[src/rtl/spq_pkg.sv]
`timescale 1ns / 1ps
// ----------------------------------------------------------------------------
// spq_pkg
// Shared types and constants for the sorted priority queue.
// ----------------------------------------------------------------------------
package spq_pkg;

  localparam int DEPTH_DEF = 16;
  localparam int VAL_W     = 32;
  localparam int PRIO_W    = 16;
  localparam int OCC_W     = 5;
  localparam int STAT_W    = 3;
  localparam int OP_W      = 2;

  typedef enum logic [OP_W-1:0] {
    OP_ENQ  = 2'd0,
    OP_DEQ  = 2'd1,
    OP_TRAV = 2'd2
  } op_t;

  typedef enum logic [STAT_W-1:0] {
    ST_ENQ   = 3'd0,
    ST_DEQ   = 3'd1,
    ST_FULL  = 3'd2,
    ST_EMPTY = 3'd3,
    ST_TRAV  = 3'd4
  } status_t;

  typedef enum logic [2:0] {
    S_IDLE,
    S_ENQ_CMP,
    S_ENQ_INS,
    S_DEQ_HEAD,
    S_DEQ_SHIFT,
    S_TRV,
    S_RESP
  } state_t;

  typedef struct packed {
    logic [VAL_W-1:0]  value;
    logic [PRIO_W-1:0] prio;
  } entry_t;

endpackage

[src/rtl/sorted_priority_queue_core.sv]
`timescale 1ns / 1ps
// Enqueue: lower-priority entries (up to occupancy) move down; the new entry goes in.
// Dequeue: the head is read, then the rest shift up.
// Traverse: one result per cycle while out_ready is high.
// Full or empty rejects give a status result. Unused op code: accepted, no result.
// Rate is set by the single storage write port and the one priority comparator.
// Synchronous reset empties the queue; storage contents are not cleared.
// ----------------------------------------------------------------------------
// sorted_priority_queue_core
// Bounded priority queue kept sorted, highest priority first, FIFO on ties.
// ----------------------------------------------------------------------------
module sorted_priority_queue_core #(
  parameter int DEPTH = spq_pkg::DEPTH_DEF
) (
  input  logic                              clk,
  input  logic                              rst_n,
  input  logic                              in_valid,
  output logic                              in_ready,
  input  logic [spq_pkg::OP_W-1:0]          in_op,
  input  logic signed [spq_pkg::VAL_W-1:0]  in_value,
  input  logic signed [spq_pkg::PRIO_W-1:0] in_priority_req,
  output logic                              out_valid,
  input  logic                              out_ready,
  output logic [spq_pkg::STAT_W-1:0]        out_status,
  output logic signed [spq_pkg::VAL_W-1:0]  out_value,
  output logic signed [spq_pkg::PRIO_W-1:0] out_priority,
  output logic [spq_pkg::OCC_W-1:0]         out_occupancy,
  output logic                              out_last
);

  localparam int AW = $clog2(DEPTH);

  logic            mem_we;
  logic [AW-1:0]   mem_waddr;
  spq_pkg::entry_t mem_wdata;
  logic [AW-1:0]   mem_raddr;
  spq_pkg::entry_t mem_rdata;

  spq_ctrl #(
    .DEPTH (DEPTH),
    .AW    (AW)
  ) u_ctrl (
    .clk             (clk),
    .rst_n           (rst_n),
    .in_valid        (in_valid),
    .in_ready        (in_ready),
    .in_op           (in_op),
    .in_value        (in_value),
    .in_priority_req (in_priority_req),
    .out_valid       (out_valid),
    .out_ready       (out_ready),
    .out_status      (out_status),
    .out_value       (out_value),
    .out_priority    (out_priority),
    .out_occupancy   (out_occupancy),
    .out_last        (out_last),
    .mem_we          (mem_we),
    .mem_waddr       (mem_waddr),
    .mem_wdata       (mem_wdata),
    .mem_raddr       (mem_raddr),
    .mem_rdata       (mem_rdata)
  );

  spq_mem #(
    .DEPTH (DEPTH),
    .AW    (AW)
  ) u_mem (
    .clk   (clk),
    .we    (mem_we),
    .waddr (mem_waddr),
    .wdata (mem_wdata),
    .raddr (mem_raddr),
    .rdata (mem_rdata)
  );

endmodule

[src/rtl/spq_mem.sv]
`timescale 1ns / 1ps
// ----------------------------------------------------------------------------
// spq_mem
// Entry storage: one write port, one read port with registered read data.
// ----------------------------------------------------------------------------
module spq_mem #(
  parameter int DEPTH = spq_pkg::DEPTH_DEF,
  parameter int AW    = $clog2(DEPTH)
) (
  input  logic            clk,
  input  logic            we,
  input  logic [AW-1:0]   waddr,
  input  spq_pkg::entry_t wdata,
  input  logic [AW-1:0]   raddr,
  output spq_pkg::entry_t rdata
);

  spq_pkg::entry_t mem_r [DEPTH];
  spq_pkg::entry_t rdata_r;

  always_ff @(posedge clk) begin
    if (we) begin
      mem_r[waddr] <= wdata;
    end
    rdata_r <= mem_r[raddr];
  end

  assign rdata = rdata_r;

endmodule

[src/rtl/spq_ctrl.sv]
`timescale 1ns / 1ps
// ----------------------------------------------------------------------------
// spq_ctrl
// Sequencer: walks the entry storage one slot per cycle (traverse steps
// stall on out_ready) via one priority comparator; holds the result register.
// ----------------------------------------------------------------------------
module spq_ctrl #(
  parameter int DEPTH = spq_pkg::DEPTH_DEF,
  parameter int AW    = $clog2(DEPTH)
) (
  input  logic                              clk,
  input  logic                              rst_n,
  input  logic                              in_valid,
  output logic                              in_ready,
  input  logic [spq_pkg::OP_W-1:0]          in_op,
  input  logic signed [spq_pkg::VAL_W-1:0]  in_value,
  input  logic signed [spq_pkg::PRIO_W-1:0] in_priority_req,
  output logic                              out_valid,
  input  logic                              out_ready,
  output logic [spq_pkg::STAT_W-1:0]        out_status,
  output logic signed [spq_pkg::VAL_W-1:0]  out_value,
  output logic signed [spq_pkg::PRIO_W-1:0] out_priority,
  output logic [spq_pkg::OCC_W-1:0]         out_occupancy,
  output logic                              out_last,
  output logic                              mem_we,
  output logic [AW-1:0]                     mem_waddr,
  output spq_pkg::entry_t                   mem_wdata,
  output logic [AW-1:0]                     mem_raddr,
  input  spq_pkg::entry_t                   mem_rdata
);

  localparam int CW = $clog2(DEPTH + 1);

  spq_pkg::state_t  state_r, state_nxt;
  logic [CW-1:0]    cnt_r, cnt_nxt;
  logic [AW-1:0]    pos_r, pos_nxt;
  logic [AW-1:0]    idx_r, idx_nxt;
  spq_pkg::entry_t  new_r, new_nxt;
  spq_pkg::status_t res_status_r, res_status_nxt;
  spq_pkg::entry_t  res_entry_r, res_entry_nxt;

  logic                     out_valid_r, out_valid_nxt;
  spq_pkg::status_t         out_status_r;
  spq_pkg::entry_t          out_entry_r;
  logic [spq_pkg::OCC_W-1:0] out_occ_r;
  logic                     out_last_r;

  logic             out_free;
  logic             load;
  spq_pkg::status_t ld_status;
  spq_pkg::entry_t  ld_entry;
  logic             ld_last;
  logic             full;
  logic             prio_lt;
  logic [CW+4:0]    cnt_ext;

  assign out_free = !out_valid_r || out_ready;
  assign full     = (cnt_r == CW'(DEPTH));
  // single comparator: stored priority below the new one
  assign prio_lt  = $signed(mem_rdata.prio) < $signed(new_r.prio);
  assign cnt_ext  = {5'd0, cnt_r};

  always_comb begin
    state_nxt      = state_r;
    cnt_nxt        = cnt_r;
    pos_nxt        = pos_r;
    idx_nxt        = idx_r;
    new_nxt        = new_r;
    res_status_nxt = res_status_r;
    res_entry_nxt  = res_entry_r;
    in_ready       = 1'b0;
    mem_we         = 1'b0;
    mem_waddr      = pos_r;
    mem_wdata      = new_r;
    mem_raddr      = idx_r;
    load           = 1'b0;
    ld_status      = res_status_r;
    ld_entry       = res_entry_r;
    ld_last        = 1'b1;

    case (state_r)
      spq_pkg::S_IDLE: begin
        in_ready  = 1'b1;
        mem_raddr = (in_op == spq_pkg::OP_ENQ) ? (cnt_r[AW-1:0] - AW'(1)) : '0;
        idx_nxt   = '0;
        if (in_valid) begin
          res_entry_nxt = '0;
          case (in_op)
            spq_pkg::OP_ENQ: begin
              new_nxt = {in_value, in_priority_req};
              pos_nxt = cnt_r[AW-1:0];
              if (full) begin
                res_status_nxt = spq_pkg::ST_FULL;
                state_nxt      = spq_pkg::S_RESP;
              end else if (cnt_r == '0) begin
                state_nxt = spq_pkg::S_ENQ_INS;
              end else begin
                state_nxt = spq_pkg::S_ENQ_CMP;
              end
            end
            spq_pkg::OP_DEQ: begin
              if (cnt_r == '0) begin
                res_status_nxt = spq_pkg::ST_EMPTY;
                state_nxt      = spq_pkg::S_RESP;
              end else begin
                state_nxt = spq_pkg::S_DEQ_HEAD;
              end
            end
            spq_pkg::OP_TRAV: begin
              if (cnt_r == '0) begin
                res_status_nxt = spq_pkg::ST_EMPTY;
                state_nxt      = spq_pkg::S_RESP;
              end else begin
                state_nxt = spq_pkg::S_TRV;
              end
            end
            default: ;
          endcase
        end
      end

      spq_pkg::S_ENQ_CMP: begin
        mem_we    = 1'b1;
        mem_waddr = pos_r;
        mem_raddr = pos_r - AW'(2);
        if (prio_lt) begin
          mem_wdata = mem_rdata;
          pos_nxt   = pos_r - AW'(1);
          if (pos_r == AW'(1)) begin
            state_nxt = spq_pkg::S_ENQ_INS;
          end
        end else begin
          mem_wdata      = new_r;
          cnt_nxt        = cnt_r + CW'(1);
          res_status_nxt = spq_pkg::ST_ENQ;
          state_nxt      = spq_pkg::S_RESP;
        end
      end

      spq_pkg::S_ENQ_INS: begin
        mem_we         = 1'b1;
        mem_waddr      = pos_r;
        mem_wdata      = new_r;
        cnt_nxt        = cnt_r + CW'(1);
        res_status_nxt = spq_pkg::ST_ENQ;
        state_nxt      = spq_pkg::S_RESP;
      end

      spq_pkg::S_DEQ_HEAD: begin
        res_status_nxt = spq_pkg::ST_DEQ;
        res_entry_nxt  = mem_rdata;
        mem_raddr      = AW'(1);
        idx_nxt        = '0;
        if (cnt_r == CW'(1)) begin
          cnt_nxt   = cnt_r - CW'(1);
          state_nxt = spq_pkg::S_RESP;
        end else begin
          state_nxt = spq_pkg::S_DEQ_SHIFT;
        end
      end

      spq_pkg::S_DEQ_SHIFT: begin
        mem_we    = 1'b1;
        mem_waddr = idx_r;
        mem_wdata = mem_rdata;
        mem_raddr = idx_r + AW'(2);
        idx_nxt   = idx_r + AW'(1);
        if ((CW'(idx_r) + CW'(2)) >= cnt_r) begin
          cnt_nxt   = cnt_r - CW'(1);
          state_nxt = spq_pkg::S_RESP;
        end
      end

      spq_pkg::S_TRV: begin
        mem_raddr = idx_r;
        ld_status = spq_pkg::ST_TRAV;
        ld_entry  = mem_rdata;
        ld_last   = (CW'(idx_r) + CW'(1)) == cnt_r;
        if (out_free) begin
          load = 1'b1;
          if (ld_last) begin
            state_nxt = spq_pkg::S_IDLE;
          end else begin
            idx_nxt   = idx_r + AW'(1);
            mem_raddr = idx_r + AW'(1);
          end
        end
      end

      spq_pkg::S_RESP: begin
        if (out_free) begin
          load      = 1'b1;
          state_nxt = spq_pkg::S_IDLE;
        end
      end

      default: state_nxt = spq_pkg::S_IDLE;
    endcase

    out_valid_nxt = load ? 1'b1 : (out_ready ? 1'b0 : out_valid_r);
  end

  always_ff @(posedge clk) begin
    if (!rst_n) begin
      state_r     <= spq_pkg::S_IDLE;
      cnt_r       <= '0;
      out_valid_r <= 1'b0;
    end else begin
      state_r     <= state_nxt;
      cnt_r       <= cnt_nxt;
      out_valid_r <= out_valid_nxt;
    end
  end

  always_ff @(posedge clk) begin
    pos_r        <= pos_nxt;
    idx_r        <= idx_nxt;
    new_r        <= new_nxt;
    res_status_r <= res_status_nxt;
    res_entry_r  <= res_entry_nxt;
    if (load) begin
      out_status_r <= ld_status;
      out_entry_r  <= ld_entry;
      out_occ_r    <= cnt_ext[spq_pkg::OCC_W-1:0];
      out_last_r   <= ld_last;
    end
  end

  assign out_valid     = out_valid_r;
  assign out_status    = out_status_r;
  assign out_value     = out_entry_r.value;
  assign out_priority  = out_entry_r.prio;
  assign out_occupancy = out_occ_r;
  assign out_last      = out_last_r;

endmodule

[config.mk]
export PLATFORM = sky130hd
export DESIGN_NAME = sorted_priority_queue_core
export DESIGN_NICKNAME = d
export VERILOG_FILES = /design/src/rtl/spq_pkg.sv /design/src/rtl/sorted_priority_queue_core.sv /design/src/rtl/spq_mem.sv /design/src/rtl/spq_ctrl.sv
export SDC_FILE = /design/constraint.sdc
export NUM_CORES = 1
export LEC_CHECK = 0
export BUFFER_PORTS_ARGS = -buffer_cell sky130_fd_sc_hd__clkbuf_2
export CAP_MARGIN = 20
export CORE_MARGIN = 2
export CORE_UTILIZATION = 56
export DETAILED_ROUTE_END_ITERATION = 8
export PLACE_DENSITY = 0.82
export SLEW_MARGIN = 20
export SYNTH_ARGS = -nofsm -noshare
export SYNTH_HDL_FRONTEND = slang
export SYNTH_HIERARCHICAL = 1
export SYNTH_SLANG_ARGS = --single-unit
[constraint.sdc]
create_clock -name clk -period 5.16 [get_ports clk]
set_clock_uncertainty 0.05 [all_clocks]
set_input_delay 0.516 -clock clk [delete_from_list [all_inputs] [get_ports clk]]
set_output_delay 0.516 -clock clk [all_outputs]
set_load 0.01 [all_outputs]
==> results of run 1 <==
-- through the flow --
step / instance area, sq um / TNS, ns
floorplan: 38200 / -12.84
global placement: 40300 / 0
detailed placement: 40300 / 0
CTS: 43900 / 0
global route: 44000 / 0
finish: 44000 / 0
-- final cells by class --
class,instances,area [sq um],area share (%)
antenna,1,2.50,0.00569
tap,873,1090,2.49
multi-input combinational,848,8630,19.6
clock buffer,115,2500,5.69
sequential,988,29100,66.2
inverter,34,128,0.290
clock inverter,59,702,1.60
timing repair buffer,222,1800,4.10
-- report_power, final --
| group | leakage (nW) | total (mW) | internal (mW) | switching [mW] |
|---|---|---|---|---|
| clock network | 1.58 | 7.17 | 4.21 | 2.96 |
| logic | 4.35 | 9.68 | 4.02 | 5.66 |
| registers | 8.94 | 11.3 | 10.7 | 0.590 |
-- per-layer routing --
metal / wire [um] / GRT usage, %
met3: 10500 / 5.36
met4: 3700 / 11.1
met1: 33500 / 36.1
met5: 0 / 0
met2: 47100 / 45.3
-- critical path, cell delays in order (launching register included) --
cell and delay, ns:
edfxtp_1 0.51, ha_1 0.31, and2_1 0.21, o21ai_0 0.17, a31oi_1 0.13, or4_4 0.56
and2_1 0.23, a21oi_1 0.27, a2bb2oi_4 0.23, buf_12 0.33, buf_4 0.42, mux4_2 0.55
a22oi_1 0.27, nand2_1 0.10
-- state kept, by name, summed over array words and instances (netlist names) --
signal                count
u_ctrl/out_last           1
u_ctrl/out_occupancy      5
u_ctrl/new_r             48
u_ctrl/cnt_r              5
u_ctrl/pos_r              4
u_ctrl/state_r            3
u_mem/mem_r             768
u_mem/rdata              48
u_ctrl/out_value         32
u_ctrl/out_priority      16
u_ctrl/out_valid          1
u_ctrl/res_status_r       2
u_ctrl/out_status         3
u_ctrl/res_entry_r       48
u_ctrl/idx_r              4
-- final timing paths --
check	to	cells past startpoint
worst min-delay path	u_ctrl/new_r[16]	1
worst max register to register	u_mem/rdata[6]	13
worst min register to register	u_ctrl/out_priority[4]	2
worst max-delay path	u_mem/rdata[6]	13
-- kinds of logic (layout without fill, tap and decap cells) --
logic type	count (synthesis)	after routing
XOR/XNOR	13	13
AO/OA/AOI/OAI	183	183
AND/OR/NAND/NOR	371	371
multiplexers	247	247
flip-flops	988	988
adder cells (fa/ha/maj)	34	34
buffers and inverters	135	430
other	0	1
-- synth_stat cells (all sizes together) (5+ instances only) --
master,number,area share (%)
edfxtp,931,73
nand2,236,2.3
mux4,192,11
a22oi,97,1.9
dfxtp,57,3.0
buf,53,0.84
and3,51,0.84
clkbuf,48,0.47
mux2,48,1.4
ha,34,1.1
inv,34,0.33
a21oi,28,0.37
nor2,28,0.28
o21ai,22,0.29
nand3,11,0.14
nor3,10,0.13
xor2,8,0.20
mux2i,7,0.18
nand2b,7,0.11
and2,5,0.082
nor2b,5,0.082
xnor2,5,0.11
==> summary.md, run 1 <==
| Metric | Value |
|---|---|
| Multiplexer area fraction after synthesis | between 10% and 20% |
| Cells after DPL | 2918 |
| Vias in the first global route | 21092 |
| Gpl congestion | about 0.86 |
| DP HPWL | 46.8 mm |
| Reg2Reg Setup Slack | between 0.6 and 0.7 ns |
| Gate Count Post-Synth | between 1500 and 2000 |
| Cell variety after synth | 60 |
| Fin util | 65.3% |
| Critical Path End Type | flip-flop |
| Lkg Pwr | 14.9 nW |
| Post-Synth XOR/XNOR Area | less than 1% |
| Post-synth EDFFs | 931 |
| Clock transition at path regs | 0.06 ns |
| Synth Register Bits | 988 |
| Maximum vdd ir drop | 662 uV |
| Crit Path Class | reg -> reg |
| FFs w/ async S/R, synth | 0% |
| Status | finished, final reports clean |
| Die W | 265 um |
| Fin. max-slew vios | 0 |
| Post-DRT Antenna Nets | 0 |
| Fillers | 4144 |
| Slew @ Worst Pin | 1.10 ns |
| Setup Buffers After CTS | 0 |
| Commonest non-fill, non-tap cell in the layout | edfxtp_1 |
| Initial Util | 56.7% |
| Die ar. | 70200 sq um |
| Clk buf depth | 3 |
| Skew-Pair Late Insertion Delay | between 0.6 and 0.7 ns |
| Pwr/cell area | 640 nW/um^2 |
| Synth Area in Simple Gates | 4.36% |
| Final WS setup | around 0.62 ns |
| Setup WS pre-CTS | 0.703 ns |
| Critical path arrival | 5.03 ns |
| Port bufs | 112 |
| Final setup fails | 0 |
| Largest net degree at the start of global routing | 85 |
| Tot Pwr | 28.1 mW |
| Slew headroom | 26.4% |
| H-tree levels | 3 |
| Fin crit share | 88.0% |
| Hold Path Class | in -> reg |
| Core box area | 67300 sq um |
| Root buffer cell | clkbuf_16 |
| Residual DRC | 0 |
| Crit-path max FO | ~40 |
| Fmax | 220 MHz |
| Critical path launch point type | flip-flop |
| Die H | 265 um |
| Total CTS buffers | 93 |
| Total congestion overflow | 0 |
| Tot GR Track Use | 27.4% |
| Final-report hold violation count | 0 |
| Final WL | 94.8 mm |
| Sequential area share after synthesis | 76.3% |
| Crit. Startpoint | u_ctrl/idx_r[0] |
| Std-Cell Rows | 95 |
| TritonCTS Sinks | 988 |
| Main flop type after synthesis | edfxtp_1 |
| Io pins | 113 |
| # Max-Cap Violations | 0 |
| Post_cts resized | 0 |
| Ys Warns | 6 |
| Layout cells sized above 1 | 24.6% |
| Largest family of logic cells by synthesized area | multiplexers |
| Hold_sp | in_value[0] |
| Syn Std Cell Area | 38100 sq um |
| Antenna violations before repair | 2 |
| Via count | around 21000 |
| Worst Path Required | 5.65 ns |
| RR Startpoint | u_ctrl/idx_r[0] |
| CTS tree | yes |
| Adder-cell share of the synthesized area | 1.12% |
| Initial DRC count | between 3000 and 4000 |
| Hold_buf cts | 47 |
| Synth Net Count | 2059 |
| Fin crit period | 4.54 ns |
| Hold WS | 0.0565 ns |
| Fin cells | 3140 |
| Vias per inst | 6.58 |
| DR pass1 iterations | 6 |
| Compound-Gate Fraction of Synth Area | 3.35% |
| Layout area overhead | 15.2% |
| First-pass GRT wire length | 139 mm |
| RSZ-0062 raised after global routing | no |
| Post-Syn Area per Cell | 19.4 sq um |
| WL per Instance | 30.2 um |
| Commonest cells after routing, fill and taps aside | edfxtp_1, nand2_1, mux4_2, clkbuf_2, a22oi_1 |
| # nets final | 2275 |
(Power assumes the default switching activity.)
==> inputs of run 2 (changes only) <==
--- a/config.mk
+++ b/config.mk
@@ -5,12 +5,12 @@
 export SDC_FILE = /design/constraint.sdc
 export NUM_CORES = 1
 export LEC_CHECK = 0
-export BUFFER_PORTS_ARGS = -buffer_cell sky130_fd_sc_hd__clkbuf_2
 export CAP_MARGIN = 20
 export CORE_MARGIN = 2
-export CORE_UTILIZATION = 56
+export CORE_UTILIZATION = 57
 export DETAILED_ROUTE_END_ITERATION = 8
-export PLACE_DENSITY = 0.82
+export DONT_BUFFER_PORTS = 1
+export PLACE_DENSITY = 0.81
 export SLEW_MARGIN = 20
 export SYNTH_ARGS = -nofsm -noshare
 export SYNTH_HDL_FRONTEND = slang
==> summary.md, run 2 (same netlist as run 1, synthesis figures left out) <==
| Metric | Value |
|---|---|
| Reg2reg path depth | 13 (unchanged) |
| Port bufs | 0 (-100%) |
| Largest register by flop count | u_mem/mem_r |
| Layout area overhead | 13.2% |
| Critical Path End Type | flip-flop |
| Fin crit share | 84.8% (-3.2 points) |
| Status | finished, final reports clean |
| TritonCTS Sinks | 988 (unchanged) |
| Crit Path Class | reg -> reg |
| Initial DRC count | 2504 (-25%) |
| Commonest non-fill, non-tap cell in the layout | edfxtp_1 |
| DR pass1 iterations | 6 (unchanged) |
| # nets final | 2161 (-5.0%) |
| Hold Path Class | in -> reg |
| Gpl congestion | 0.875 (+1.6%) |
| Largest net degree at the start of global routing | 89 (+4.7%) |
| DP HPWL | 45.3 mm (-3.1%) |
| Initial Util | 57.8% (+1.1 points) |
| Final-report hold violation count | 0 (unchanged) |
| Total congestion overflow | 0 (unchanged) |
| Die ar. | 69000 sq um (-1.7%) |
| Tot GR Track Use | 26.2% (-1.2 points) |
| Critical path launch point type | flip-flop |
| Post-DRT Antenna Nets | 0 (unchanged) |
| Fin cells | 3011 (-4.1%) |
| Io pins | 113 (unchanged) |
| Worst hold endpoint | u_ctrl/state_r[0] |
| Fin. max-slew vios | 0 (unchanged) |
| CTS tree | yes |
| Cells after DPL | 2792 (-4.3%) |
| First-pass GRT wire length | 132 mm (-4.9%) |
| Reg2Reg Setup Slack | 0.79 ns (+0.17 ns) |
| Residual DRC | 0 (unchanged) |
| Max FFs per register | 768 (unchanged) |
| Antenna violations before repair | 0 (-2) |
| Clk buf depth | 3 (unchanged) |
| Final setup fails | 0 (unchanged) |
| Clock transition at path regs | 0.06 ns (about the same) |
| Final WS setup | 0.787 ns (+0.168 ns) |
| Maximum vdd ir drop | 609 uV (-8.0%) |
| Vias per inst | 6.58 (about the same) |
| Setup Buffers After CTS | 0 (unchanged) |
| Total CTS buffers | 94 (+1.1%) |
| Die H | 263 um (-0.87%) |
| Die W | 263 um (-0.87%) |
| Root buffer cell | clkbuf_16 |
| H-tree levels | 3 (unchanged) |
| # Max-Cap Violations | 0 (unchanged) |
| Slew @ Worst Pin | 0.988 ns (-0.111 ns) |
| Fmax | 229 MHz (+3.8%) |
| Via count | 19804 (-4.1%) |
| Std-Cell Rows | 94 (-1.1%) |
| Final WL | 90.0 mm (-5.1%) |
| Hold_sp | rst_n |
| Worst Path Required | 5.64 ns (about the same) |
| Post_cts resized | 0 (unchanged) |
| Lkg Pwr | 14.3 nW (-3.8%) |
| Core box area | 66000 sq um (-1.9%) |
| Worst Hold Depth | 2 (+1) |
| Pwr/cell area | 635 nW/um^2 (-0.76%) |
| Reg2reg end | u_mem/rdata[26] |
| Commonest cells after routing, fill and taps aside | edfxtp_1, nand2_1, mux4_2, a22oi_1, clkbuf_16 |
| Skew-Pair Late Insertion Delay | 0.67 ns (about the same) |
| RR Startpoint | u_ctrl/idx_r[0] |
| Critical path arrival | 4.86 ns (-0.17 ns) |
| Fin crit period | 4.37 ns (-0.168 ns) |
| Slew headroom | 33.9% (+7.4 points) |
| Vias in the first global route | 20131 (-4.6%) |
| Layout cells sized above 1 | 20.1% (-4.5 points) |
| WL per Instance | 29.9 um (-0.99%) |
| Crit-path max FO | 48 (+17%) |
| RSZ-0062 raised after global routing | no |
| Setup WS pre-CTS | 0.786 ns (+0.0832 ns) |
==> run 2: cell count changes in the layout (fill, tap and decap cells not counted), sizes merged <==
cell         previous run  this run
buf                    63        58
clkbuf                227       122
bufinv                 15         7
dlygate4sd3            47        49
inv                    40        36
==> run 2: final cells by class <==
| type | instances | area, sq um |
|---|---|---|
| Sequential cell | 988 | 29100 |
| Fill cell | 4028 | 22800 |
| Multi-Input combinational cell | 848 | 8620 |
| Clock buffer | 122 | 2560 |
| Timing Repair Buffer | 107 | 1200 |
| Tap cell | 864 | 1080 |
| Clock inverter | 47 | 508 |
| Inverter | 34 | 128 |
| Antenna cell | 1 | 2.50 |
==> run 2: how the worst max path moves through the flow <==
stage | from | to | slack [ns] | cells past startpoint
final | u_ctrl/idx_r[0] | u_mem/rdata[26] | 0.79 | 13
after global placement | u_ctrl/state_r[1] | u_mem/mem_r[7][19] | 0.92 | 7
after global routing | u_ctrl/idx_r[0] | u_mem/rdata[26] | 0.51 | 13
after floorplan | u_ctrl/state_r[1] | u_mem/mem_r[4][0] | -0.13 | 3
after detailed placement | u_ctrl/idx_r[0] | u_mem/rdata[31] | 0.79 | 13
after CTS | u_ctrl/idx_r[0] | u_mem/rdata[26] | 0.78 | 13
==> run 2: critical path: stages, from the launching register on <==
cell	delay [ns]
edfxtp_1	0.50
ha_1	0.29
and2_1	0.20
o21ai_0	0.17
a31oi_1	0.13
or4_4	0.55
and2_1	0.23
a21oi_1	0.25
a2bb2oi_4	0.23
buf_12	0.36
buf_12	0.34
mux4_2	0.55
a22oi_1	0.24
nand2_1	0.10
==> run 2: through the flow <==
step           utilization, %  TNS, ns  cell area (sq um)  power, mW  hold slack, ns
6_report                 65.5        0              43200       27.4          0.0504
2_1_floorplan               -   -12.84              38200       17.8           0.353
4_1_cts                  65.5        0              43200       27.5          0.0141
5_1_grt                  65.5        0              43200       28.5          0.0269
3_3_place_gp             60.1        0              39600       20.2           0.453
3_5_place_dp             60.1        0              39600       20.5           0.450
==> run 2: report_power, final <==
| part | total (mW) | switching (mW) | internal [mW] | leakage [nW] |
|---|---|---|---|---|
| logic | 9.33 | 5.46 | 3.87 | 3.86 |
| registers | 11.3 | 0.555 | 10.7 | 8.94 |
| clock network | 6.86 | 2.99 | 3.87 | 1.50 |
| total | 27.4 | 9.01 | 18.4 | 14.3 |
==> run 2: repair_timing <==
action / 4_1_cts / 5_1_grt
hold buffers: 49 / 0
endpoints found under the setup margin: 0 / 0
endpoints found under the hold margin: 57 / 0
==> run 2: metal layers <==
layer / vias up / GRT usage, % / wire (um)
li1: 8115 / - / -
met4: 0 / 8.99 / 3020
met1: 10192 / 35.5 / 33300
met2: 1276 / 42.4 / 44000
met3: 221 / 6.13 / 9720
met5: - / 0 / 0
